File: src/rtl/core/s2l_pkg.sv
package s2l_pkg;

	// Linear light and normalized tristimulus values are unsigned Q1.30.
	localparam int LIN_W = 31;
	// Width of one matrix dot product in units of 1e-4.
	localparam int SUM_W = 44;
	localparam int LUT_N = 256;

	typedef struct packed {
		logic [7:0] red;
		logic [7:0] green;
		logic [7:0] blue;
	} pixel_t;

	typedef struct packed {
		logic [14:0]        lightness;
		logic signed [15:0] green_red;
		logic signed [15:0] blue_yellow;
	} lab_t;

	typedef logic [LIN_W-1:0] lin_t;
	typedef lin_t lin_lut_t [LUT_N];

	typedef struct packed {
		logic [SUM_W-1:0] sx;
		logic [SUM_W-1:0] sy;
		logic [SUM_W-1:0] sz;
	} xyz_t;

	localparam longint unsigned ONE_Q30 = 64'd1 << 30;

	function automatic longint unsigned pow5_q30(input longint unsigned v);
		longint unsigned p;
		p = v;
		for (int i = 0; i < 4; i++) begin
			p = (p * v) >> 30;
		end
		return p;
	endfunction

	function automatic longint unsigned root5_q30(input longint unsigned u);
		longint unsigned v;
		longint unsigned cand;
		v = 64'd0;
		for (int b = 30; b >= 0; b--) begin
			cand = v | (64'd1 << b);
			if (cand <= ONE_Q30 && pow5_q30(cand) <= u) begin
				v = cand;
			end
		end
		return v;
	endfunction

	// sRGB transfer curve of one 8-bit code, Q1.30.
	function automatic longint unsigned linearize(input longint unsigned code);
		longint unsigned t;
		longint unsigned u;
		longint unsigned r;
		if (code <= 64'd10) begin
			return ((code << 30) * 64'd100) / 64'd329460;
		end
		t = ((64'd1000 * code + 64'd14025) << 30) / 64'd269025;
		u = (t * t) >> 30;
		r = root5_q30(u);
		return (u * r) >> 30;
	endfunction

	function automatic lin_lut_t build_gamma_lut();
		lin_lut_t lut;
		for (int c = 0; c < LUT_N; c++) begin
			lut[c] = LIN_W'(linearize(64'(c)));
		end
		return lut;
	endfunction

	localparam lin_lut_t GAMMA_LUT = build_gamma_lut();

endpackage

File: src/rtl/core/s2l_queue.sv
module s2l_queue
	import s2l_pkg::*;
#(
	parameter int DEPTH = 4
) (
	input  logic clk,
	input  logic arst_n,
	input  logic push,
	input  xyz_t push_data,
	output logic full,
	input  logic pop,
	output xyz_t pop_data,
	output logic empty
);

	localparam int AW = (DEPTH > 1) ? $clog2(DEPTH) : 1;
	localparam int CW = $clog2(DEPTH + 1);

	xyz_t          slot_q [DEPTH];
	logic [AW-1:0] wr_q, rd_q;
	logic [CW-1:0] count_q;
	logic          do_push, do_pop;

	function automatic logic [AW-1:0] bump(input logic [AW-1:0] p);
		if (p == AW'(DEPTH - 1)) begin
			return '0;
		end
		return p + 1'b1;
	endfunction

	assign full     = (count_q == CW'(DEPTH));
	assign empty    = (count_q == '0);
	assign do_push  = push && !full;
	assign do_pop   = pop && !empty;
	assign pop_data = slot_q[rd_q];

	always_ff @(posedge clk) begin
		if (do_push) begin
			slot_q[wr_q] <= push_data;
		end
	end

	always_ff @(posedge clk or negedge arst_n) begin
		if (!arst_n) begin
			wr_q    <= '0;
			rd_q    <= '0;
			count_q <= '0;
		end else begin
			if (do_push) begin
				wr_q <= bump(wr_q);
			end
			if (do_pop) begin
				rd_q <= bump(rd_q);
			end
			case ({do_push, do_pop})
				2'b10:   count_q <= count_q + CW'(1);
				2'b01:   count_q <= count_q - CW'(1);
				default: count_q <= count_q;
			endcase
		end
	end

`ifndef SYNTHESIS
	a_count_bound: assert property (@(posedge clk) disable iff (!arst_n)
		count_q <= CW'(DEPTH))
		else $error("queue fill count above depth");

	a_count_up: assert property (@(posedge clk) disable iff (!arst_n)
		(do_push && !do_pop) |=> count_q == $past(count_q) + CW'(1))
		else $error("queue count missed a push");

	a_count_down: assert property (@(posedge clk) disable iff (!arst_n)
		(do_pop && !do_push) |=> count_q == $past(count_q) - CW'(1))
		else $error("queue count missed a pop");

	a_ptr_gap: assert property (@(posedge clk) disable iff (!arst_n)
		(count_q == '0) |-> wr_q == rd_q)
		else $error("queue pointers differ while empty");
`endif

endmodule

File: config.mk
export PLATFORM = sky130hd
export DESIGN_NAME = s2l_queue
export DESIGN_NICKNAME = d
export VERILOG_FILES = /design/src/rtl/core/s2l_pkg.sv /design/src/rtl/core/s2l_queue.sv
export SDC_FILE = /design/constraint.sdc
export NUM_CORES = 1
export LEC_CHECK = 0
export BUFFER_PORTS_ARGS = -buffer_cell sky130_fd_sc_hd__buf_2
export CAP_MARGIN = 40
export CORE_ASPECT_RATIO = 0.8
export CORE_MARGIN = 2
export CORE_UTILIZATION = 51
export DETAILED_ROUTE_END_ITERATION = 10
export GPL_ROUTABILITY_DRIVEN = 0
export PLACE_DENSITY_LB_ADDON = 0.3
export REMOVE_ABC_BUFFERS = 1
export SLEW_MARGIN = 0
export SYNTH_ARGS = -nofsm -noshare
export SYNTH_HDL_FRONTEND = slang
export SYNTH_SLANG_ARGS = --single-unit
File: constraint.sdc
create_clock -name clk -period 4.4 [get_ports clk]
set_clock_uncertainty 0.05 [all_clocks]
set_input_delay 0.22 -clock clk [delete_from_list [all_inputs] [get_ports clk]]
set_output_delay 0.22 -clock clk [all_outputs]
set_load 0.05 [all_outputs]
Yosys cells after proc, flatten, opt, wreduce, memory -nomap -nowiden
Memory sizes are Yosys's and may differ from the RTL's.
Index checks and enable logic that the tools add are counted.

storage, ports and cells
  memories kept = 1
  bits in registers = 7
  logic and storage cells = 30
  memory bits (writable) = 528

cells by class
  mux-type cells = 11
  reductions and logical operators = 6
  add/sub/neg operators = 4
  equal/unequal tests = 5

memory list
  memory  words  bits a word  rd ports  clocked after Yosys merged registers in  wr ports  line             source
  slot_q  4      132          1         0                                        1         s2l_queue.sv:19  xyz_t slot_q [DEPTH];

operators with widths
  operator             count
  $mux 2               4
  $eq 2x2->1 const B   3
  $mux 1               6
  $pmux 3 s2           1
  $add 2x1->2 const B  2
  $add 3x1->3 const B  1
  $eq 3x3->1 const B   1
  $logic_not 3->1      1
  $sub 3x1->3 const B  1
  $eq 2x1->1 const B   1
  $logic_and 1x1->1    2
  $logic_not 1->1      2
  $reduce_bool 2->1    1

Longest topological paths before layout
Gate-level depths: netlist of run 1.

  word-level depth = 5
  mapped depth = 9
  gate-level depth less buffers = 9

Worst setup path before layout of run 1
Ideal clock, no wire load.

  path kind = reg-to-reg
  start = register count_q[2]
  end = memory slot_q[1][0] in the netlist's numbering, enable pin
  path buffers = 0
  path slack = -0.285 ns
  stages on the path, launching flop included = 4
  period minus slack after synthesis = 4.685 ns
  arrival = 4.128 ns
  cells stage by stage = dfrtp_1 nor3b_1 nor2b_1 and2_1

between the ends
  cells in the longest elaborated chain, start to end = 5

RTL lines
  element                       line             source
  start: declaration            s2l_queue.sv:21  logic [CW-1:0] count_q;
  start signal: assignment      s2l_queue.sv:56  2'b10: count_q <= count_q + CW'(1);
  start signal: assignment      s2l_queue.sv:57  2'b01: count_q <= count_q - CW'(1);
  start signal: assignment      s2l_queue.sv:58  default: count_q <= count_q;
  $eq 3x3->1                    s2l_queue.sv:31  assign full = (count_q == CW'(DEPTH));
  net full                      s2l_queue.sv:10  output logic full,
  $logic_not 1->1               s2l_queue.sv:33  assign do_push = push && !full;
  $logic_and 1x1->1             s2l_queue.sv:33
  $mux 1                        s2l_queue.sv:38  if (do_push) begin
  $mux 1 (not written as such)  s2l_queue.sv:39  slot_q[wr_q] <= push_data;
  end: declaration              s2l_queue.sv:19

The timed path passes the listed nets, and every way through them passes these cells.

==> results.yml, run 1 <==
die:
  die_x_um: 222
  ios: 270
  std_cell_rows: 63
  core_area_um2: 37400
  initial_core_util_pct: 52.1
  die-area_um2: 39800
  die_y_um: 179
clock_network:
  cts_buffers: 50
  root_buffer: "clkbuf_16"
  clk_latency_ns: 0.57
  cts_sinks: 535
  cts_buffer_depth: 3
  htree_levels: 2
  cts_tree: "done"
  clk_pin_slew_ns: 0.06
timing:
  period_needed_ns: 2.92
  grt_setup_unrepaired: "no"
  fin_setup_tns_ns: 0
  setup_violations: 0
  hold_viol: 0
  timing.hold.ws_ns: 0.0937
  tightest_slew_ns: 0.723
  slew_headroom_pct: 51.8
  fin_crit_sh_pct: 66.4
  fmax_ghz: 0.342
  slew_violations: 0
run:
  cap_violations: 0
worst_hold_path:
  hold_class: "in2reg"
critical_path:
  cp_slowest_stage_delay_ns: 0.63
  critPathCapture: "pop_data[78]"
  cp-startpoint: "rd_q[0]"
  start_kind: "flip-flop"
  reg2reg_from: "count_q[2]"
  crit_fanout: 32
  crit_cells: 4
  required_ns: 4.13
  end_kind: "primary output"
  cp.arrival_ns: 2.65
  path_delay_family: "buffers and inverters"
  path_class: "reg2out"
  timing.rr.end: "slot_q[3][26]"
  reg2regPathDepth: 4
  cp_slowest_cell: "dfrtp_4"
  cp_cell_sequence: "buf_16 > buf_12 > mux4_2 > buf_2"
  r2r_setup_slack_ns: 1.95
  path_buf_inv: 3
power:
  clockPowerShare_pct: 22.9
  vdd_drop_max_mv: 0.628
  p_switching_mw: 7.06
  p_per_area_nw_per_um2: 752
  p_sw_share_pct: 38.2
  p_comb_share_pct: 38.8
  p_int_mw: 11.4
  p_seq_share_pct: 38.3
  power.leakage_nw: 8.46
global_route:
  grt_pass1_vias: 9949
  grt.overflow.total: 0
  grt_max_degree: 67
  antenna_found_initial: 8
  grt_usage_pct: 19.6
  grt_pass1_wl_um: 58400
route:
  first_pass_iters: 5
  vias_per_cell: 5.46
  drt_wl_total_um: 38300
  met2WireLength_um: 18500
  drcViolationCount: 0
  drt_iter0_markers: 570
  vias: 9314
  dr_wl_met3_um: 2500
  wl_per_cell_um: 22.4
  ant_nets: 0
  met1_length_um: 16500
  top_layer: "met5"
placement:
  hpwl_um: 22700
  io_buffer_count: 269
yosys:
  ys_warn_count: 0
  yosys-top-cells-area: "edfxtp_1, mux4_2, dfrtp_1"
  netlist.area_leader.share_pct: 81.5
  ys_types: 20
  syn_inst: 730
  yosysTopAreaCell: "edfxtp_1"
  syn_avg_cell_area_um2: 26.7
  ys_ff_latch: 535
  seq_area_frac_synth_pct: 82.4
  synth_area_um2: 19500
finish:
  drive_above_1_share_pct: 41.2
  syn2layout_area_growth_pct: 26.1
  n_fill_cell: 2471
  fin_util_pct: 65.7
  nets: 1317
run_status:
  outcome: "completed"
-- kinds of logic after synthesis --
group | share of synthesized area (%)
DFF | 82.4
muxes | 15.6
buffers and inverters | 1.14
and+or+nand+nor | 0.315
adders and majority gates | 0.489
xor gates and xnor gates | 0.135
-- synthesized netlist by cell type --
master and number:
buf_6 8, mux2i_1 1, ha_1 6, buf_4 1, mux2_2 4, inv_1 7, nor2b_1 1, fa_1 1
and2_1 4, nor3_1 1, buf_2 16, xnor2_1 1, dfrtp_1 7, edfxtp_1 528, mux4_2 132, xor2_1 2
nor2_1 3, clkbuf_1 5, nor3b_1 1, nand2b_1 1
-- power by group through the flow --
| stage | Combinational [mW] | Clock [mW] | Sequential, mW |
|---|---|---|---|
| global placement | 6.99 | 0 | 7.22 |
| floorplan | 5.06 | 0 | 7.50 |
| CTS | 7.28 | 4.34 | 7.08 |
| detailed placement | 7.16 | 0 | 7.18 |
| global route | 7.51 | 4.52 | 7.15 |
| finish | 7.16 | 4.24 | 7.06 |
-- layer usage --
layer,vias up,track usage (%)
met5,-,0
met4,4,5.37
met3,60,4.52
met2,327,31.4
met1,4871,27.5
li1,4052,-
-- worst reg2reg max path: cells and delay by family, from the launching register on --
| kind | cells | cell delay, ns |
|---|---|---|
| simple gates | 3 | 1.10 |
| flops | 1 | 0.39 |
| buf+inv | 1 | 0.52 |
-- cell type report --
| type | count | area [um^2] | share of cell area [%] |
|---|---|---|---|
| timing repair buffer | 422 | 3020 | 12.3 |
| clock buffer | 64 | 1370 | 5.57 |
| clock inverter | 28 | 260 | 1.06 |
| multi-input combinational | 158 | 3220 | 13.1 |
| sequential | 535 | 16000 | 65.3 |
| tap | 487 | 609 | 2.48 |
| inverter | 7 | 26.3 | 0.107 |
| antenna | 6 | 15.0 | 0.0612 |
-- how the worst min path moves through the flow --
stage	from	endpoint	slack [ns]	depth (start not counted)
detailed placement	arst_n	count_q[2]	0.03	1
floorplan	arst_n	count_q[0]	-0.13	0
global route	pop	rd_q[1]	0.12	3
global placement	arst_n	count_q[2]	0.03	1
finish	pop	rd_q[0]	0.09	3
CTS	pop	rd_q[0]	0.05	3
-- registers in the layout (all words and copies together), names as in the netlist --
register,cells
rd_q,2
wr_q,2
slot_q,528
count_q,3
-- per-stage QoR --
step	setup WS, ns	std cells	instance area (um^2)	power [mW]
6_report	1.48	1707	24600	18.5
3_5_place_dp	1.94	1475	21600	14.3
2_1_floorplan	-1.89	700	19300	12.6
5_1_grt	1.31	1705	24500	19.2
4_1_cts	1.39	1701	24500	18.7
3_3_place_gp	1.82	1472	21500	14.2
-- cells in the final DEF, fill, tap and decap left out --
cell / instances
mux2_2: 4
edfxtp_1: 528
fa_1: 1
buf_16: 3
xnor2_1: 1
inv_1: 7
nor3_1: 1
buf_4: 6
and2_4: 4
clkbuf_16: 53
nor3b_1: 1
clkinv_1: 11
diode_2: 6
nand2b_1: 1
mux4_2: 132
clkinv_4: 1
xor2_1: 2
mux2i_1: 1
buf_12: 10
ha_1: 6
nor2_1: 3
clkinv_2: 9
dfrtp_1: 5
clkbuf_1: 11
clkinvlp_4: 2
nor2b_1: 1
buf_2: 269
dfrtp_4: 2
bufinv_16: 5
dlygate4sd3_1: 134
-- timing repair --
action | in CTS | in global routing
setup buffers | 0 | 0
hold buffers | 134 | 0
endpoints found under the hold margin | 535 | 0
gates resized for setup | 0 | 0
Note: power is estimated with default switching activity, not from simulation.
==> run 2, diff against run 1 <==
CORE_UTILIZATION = 55   (was 51)
clock period = 2.86 ns   (was 4.4 ns; I/O delays follow)
==> run 2 against run 1 <==
Net effect: clock power rose by 45%; non-clock buffer count up 9; flip-flop and latch count unchanged; highest routed layer unchanged.
==> results.yml, run 2 (synthesis results as in run 1) <==
critical_path:
  crit_fanout: 14
  start_kind: "flip-flop"
  timing.rr.end: "slot_q[3][36]"
  crit_cells: 3
  r2r_setup_slack_ns: 0.63
  path_buf_inv: 2
  reg2regPathDepth: 4
  required_ns: 2.67
  cp_slowest_cell: "dfrtp_4"
  cp-startpoint: "rd_q[0]"
  end_kind: "primary output"
  critPathCapture: "pop_data[98]"
  reg2reg_from: "count_q[2]"
  cp_slowest_stage_delay_ns: 0.70
  cp_cell_sequence: "buf_4 > mux4_2 > buf_2"
  path_class: "reg2out"
  path_delay_family: "flip-flops"
  cp.arrival_ns: 2.37
route:
  drt_wl_total_um: 38600
  drcViolationCount: 0
  drt_iter0_markers: 691
  first_pass_iters: 4
  wl_per_cell_um: 22.8
  ant_nets: 0
  vias: 9246
  vias_per_cell: 5.46
finish:
  final_cell_mix: "edfxtp_1, buf_2, dlygate4sd3_1, mux4_2, clkbuf_16"
  fin_area_um2: 24500
  syn2layout_area_growth_pct: 26.1
  nets: 1325
  final_cell_count_no_fill: 1692
  largest_reg_flops: 528
  fin_util_pct: 70.5
  drive_above_1_share_pct: 41.1
  regArea_um2: 16000
  multi_input_area_um2: 3220
  n_fill_cell: 2066
  final_common_cell: "edfxtp_1"
  regMostFlops: "slot_q"
  reg_top3: "slot_q (528), count_q (3)"
clock_network:
  cts-resized-gates: 0
  htree_levels: 2
  cts_sinks: 535
  cts_tree: "done"
  cts_buffers: 49
  root_buffer: "clkbuf_16"
  clk_pin_slew_ns: 0.07
  cts_buffer_depth: 3
  clk_latency_ns: 0.56
global_route:
  grt_pass1_wl_um: 57800
  antenna_found_initial: 1
  grt_max_degree: 63
  grt_pass1_vias: 9895
  grt.overflow.total: 0
  grt_usage_pct: 20.8
die:
  core_area_um2: 34800
  die_y_um: 172
  std_cell_rows: 61
  die-area_um2: 36900
  die_x_um: 214
  ios: 270
  initial_core_util_pct: 55.9
placement:
  io_buffer_count: 269
  hpwl_um: 22300
  placed_cell_area_um2: 21600
  dpl_worst_slack_ns: 0.629
  dp.cells: 1467
timing:
  fin_ws_ns: 0.298
  tightest_slew_ns: 0.547
  slew_headroom_pct: 63.5
  grt_setup_unrepaired: "no"
  fmax_ghz: 0.390
  fin_crit_sh_pct: 89.6
  slew_violations: 0
  period_needed_ns: 2.56
  setup_violations: 0
  hold_viol: 0
  timing.hold.ws_ns: 0.115
run:
  cap_violations: 0
worst_hold_path:
  hold_class: "in2reg"
  hold_path_depth: 3
power:
  p_per_area_nw_per_um2: 1150
  power.leakage_nw: 8.47
  vdd_drop_max_mv: 0.732
run_status:
  outcome: "completed"
## run 2: how the worst min path moves through the flow
stage / endpoint / startpoint / slack, ns
finish: wr_q[1] / push / 0.12
global route: wr_q[0] / push / 0.11
CTS: wr_q[1] / push / 0.08
detailed placement: wr_q[1] / arst_n / -0.05
global placement: count_q[0] / arst_n / -0.06
floorplan: count_q[0] / arst_n / -0.20
## run 2: tightest hold or removal path, cell delays in order
cell and delay, ns:
buf_2 0.10, nor2b_1 0.20, mux2_2 0.25
## run 2: final cells by class
type                    instances  share of cell area [%]
clock buffers                  63                    5.38
well taps                     472                    2.41
multi-input cells             158                    13.1
clock inverters                24                   0.795
diodes                          2                  0.0204
inverters                       7                   0.107
flip-flops and latches        535                    65.3
repair buffers                431                    12.8
## run 2: timing repair
item,CTS,global route
hold endpoints to repair,537,0
endpoints found under the setup margin,0,1
setup buffers,0,1
hold buffers,135,0
## run 2: power by group
part           internal, mW  total (mW)  switching (mW)
Clock                  3.52        6.16            2.63
Sequential             10.3        10.8           0.435
Combinational          3.52        11.3            7.78
## run 2: routing by layer
layer / vias to the layer above / track usage, % / wire length (um)
met5: - / 0 / 11
met4: 2 / 6.13 / 869
met3: 57 / 5.14 / 2600
met2: 314 / 34.9 / 19400
met1: 4804 / 27.8 / 15800
li1: 4069 / - / -
## run 2: per-stage QoR
stage               total power [mW]  TNS [ns]
floorplan                       18.2  -1412.35
global placement                22.0         0
detailed placement              22.1         0
CTS                             28.5         0
global route                    29.3         0
finish                          28.2         0
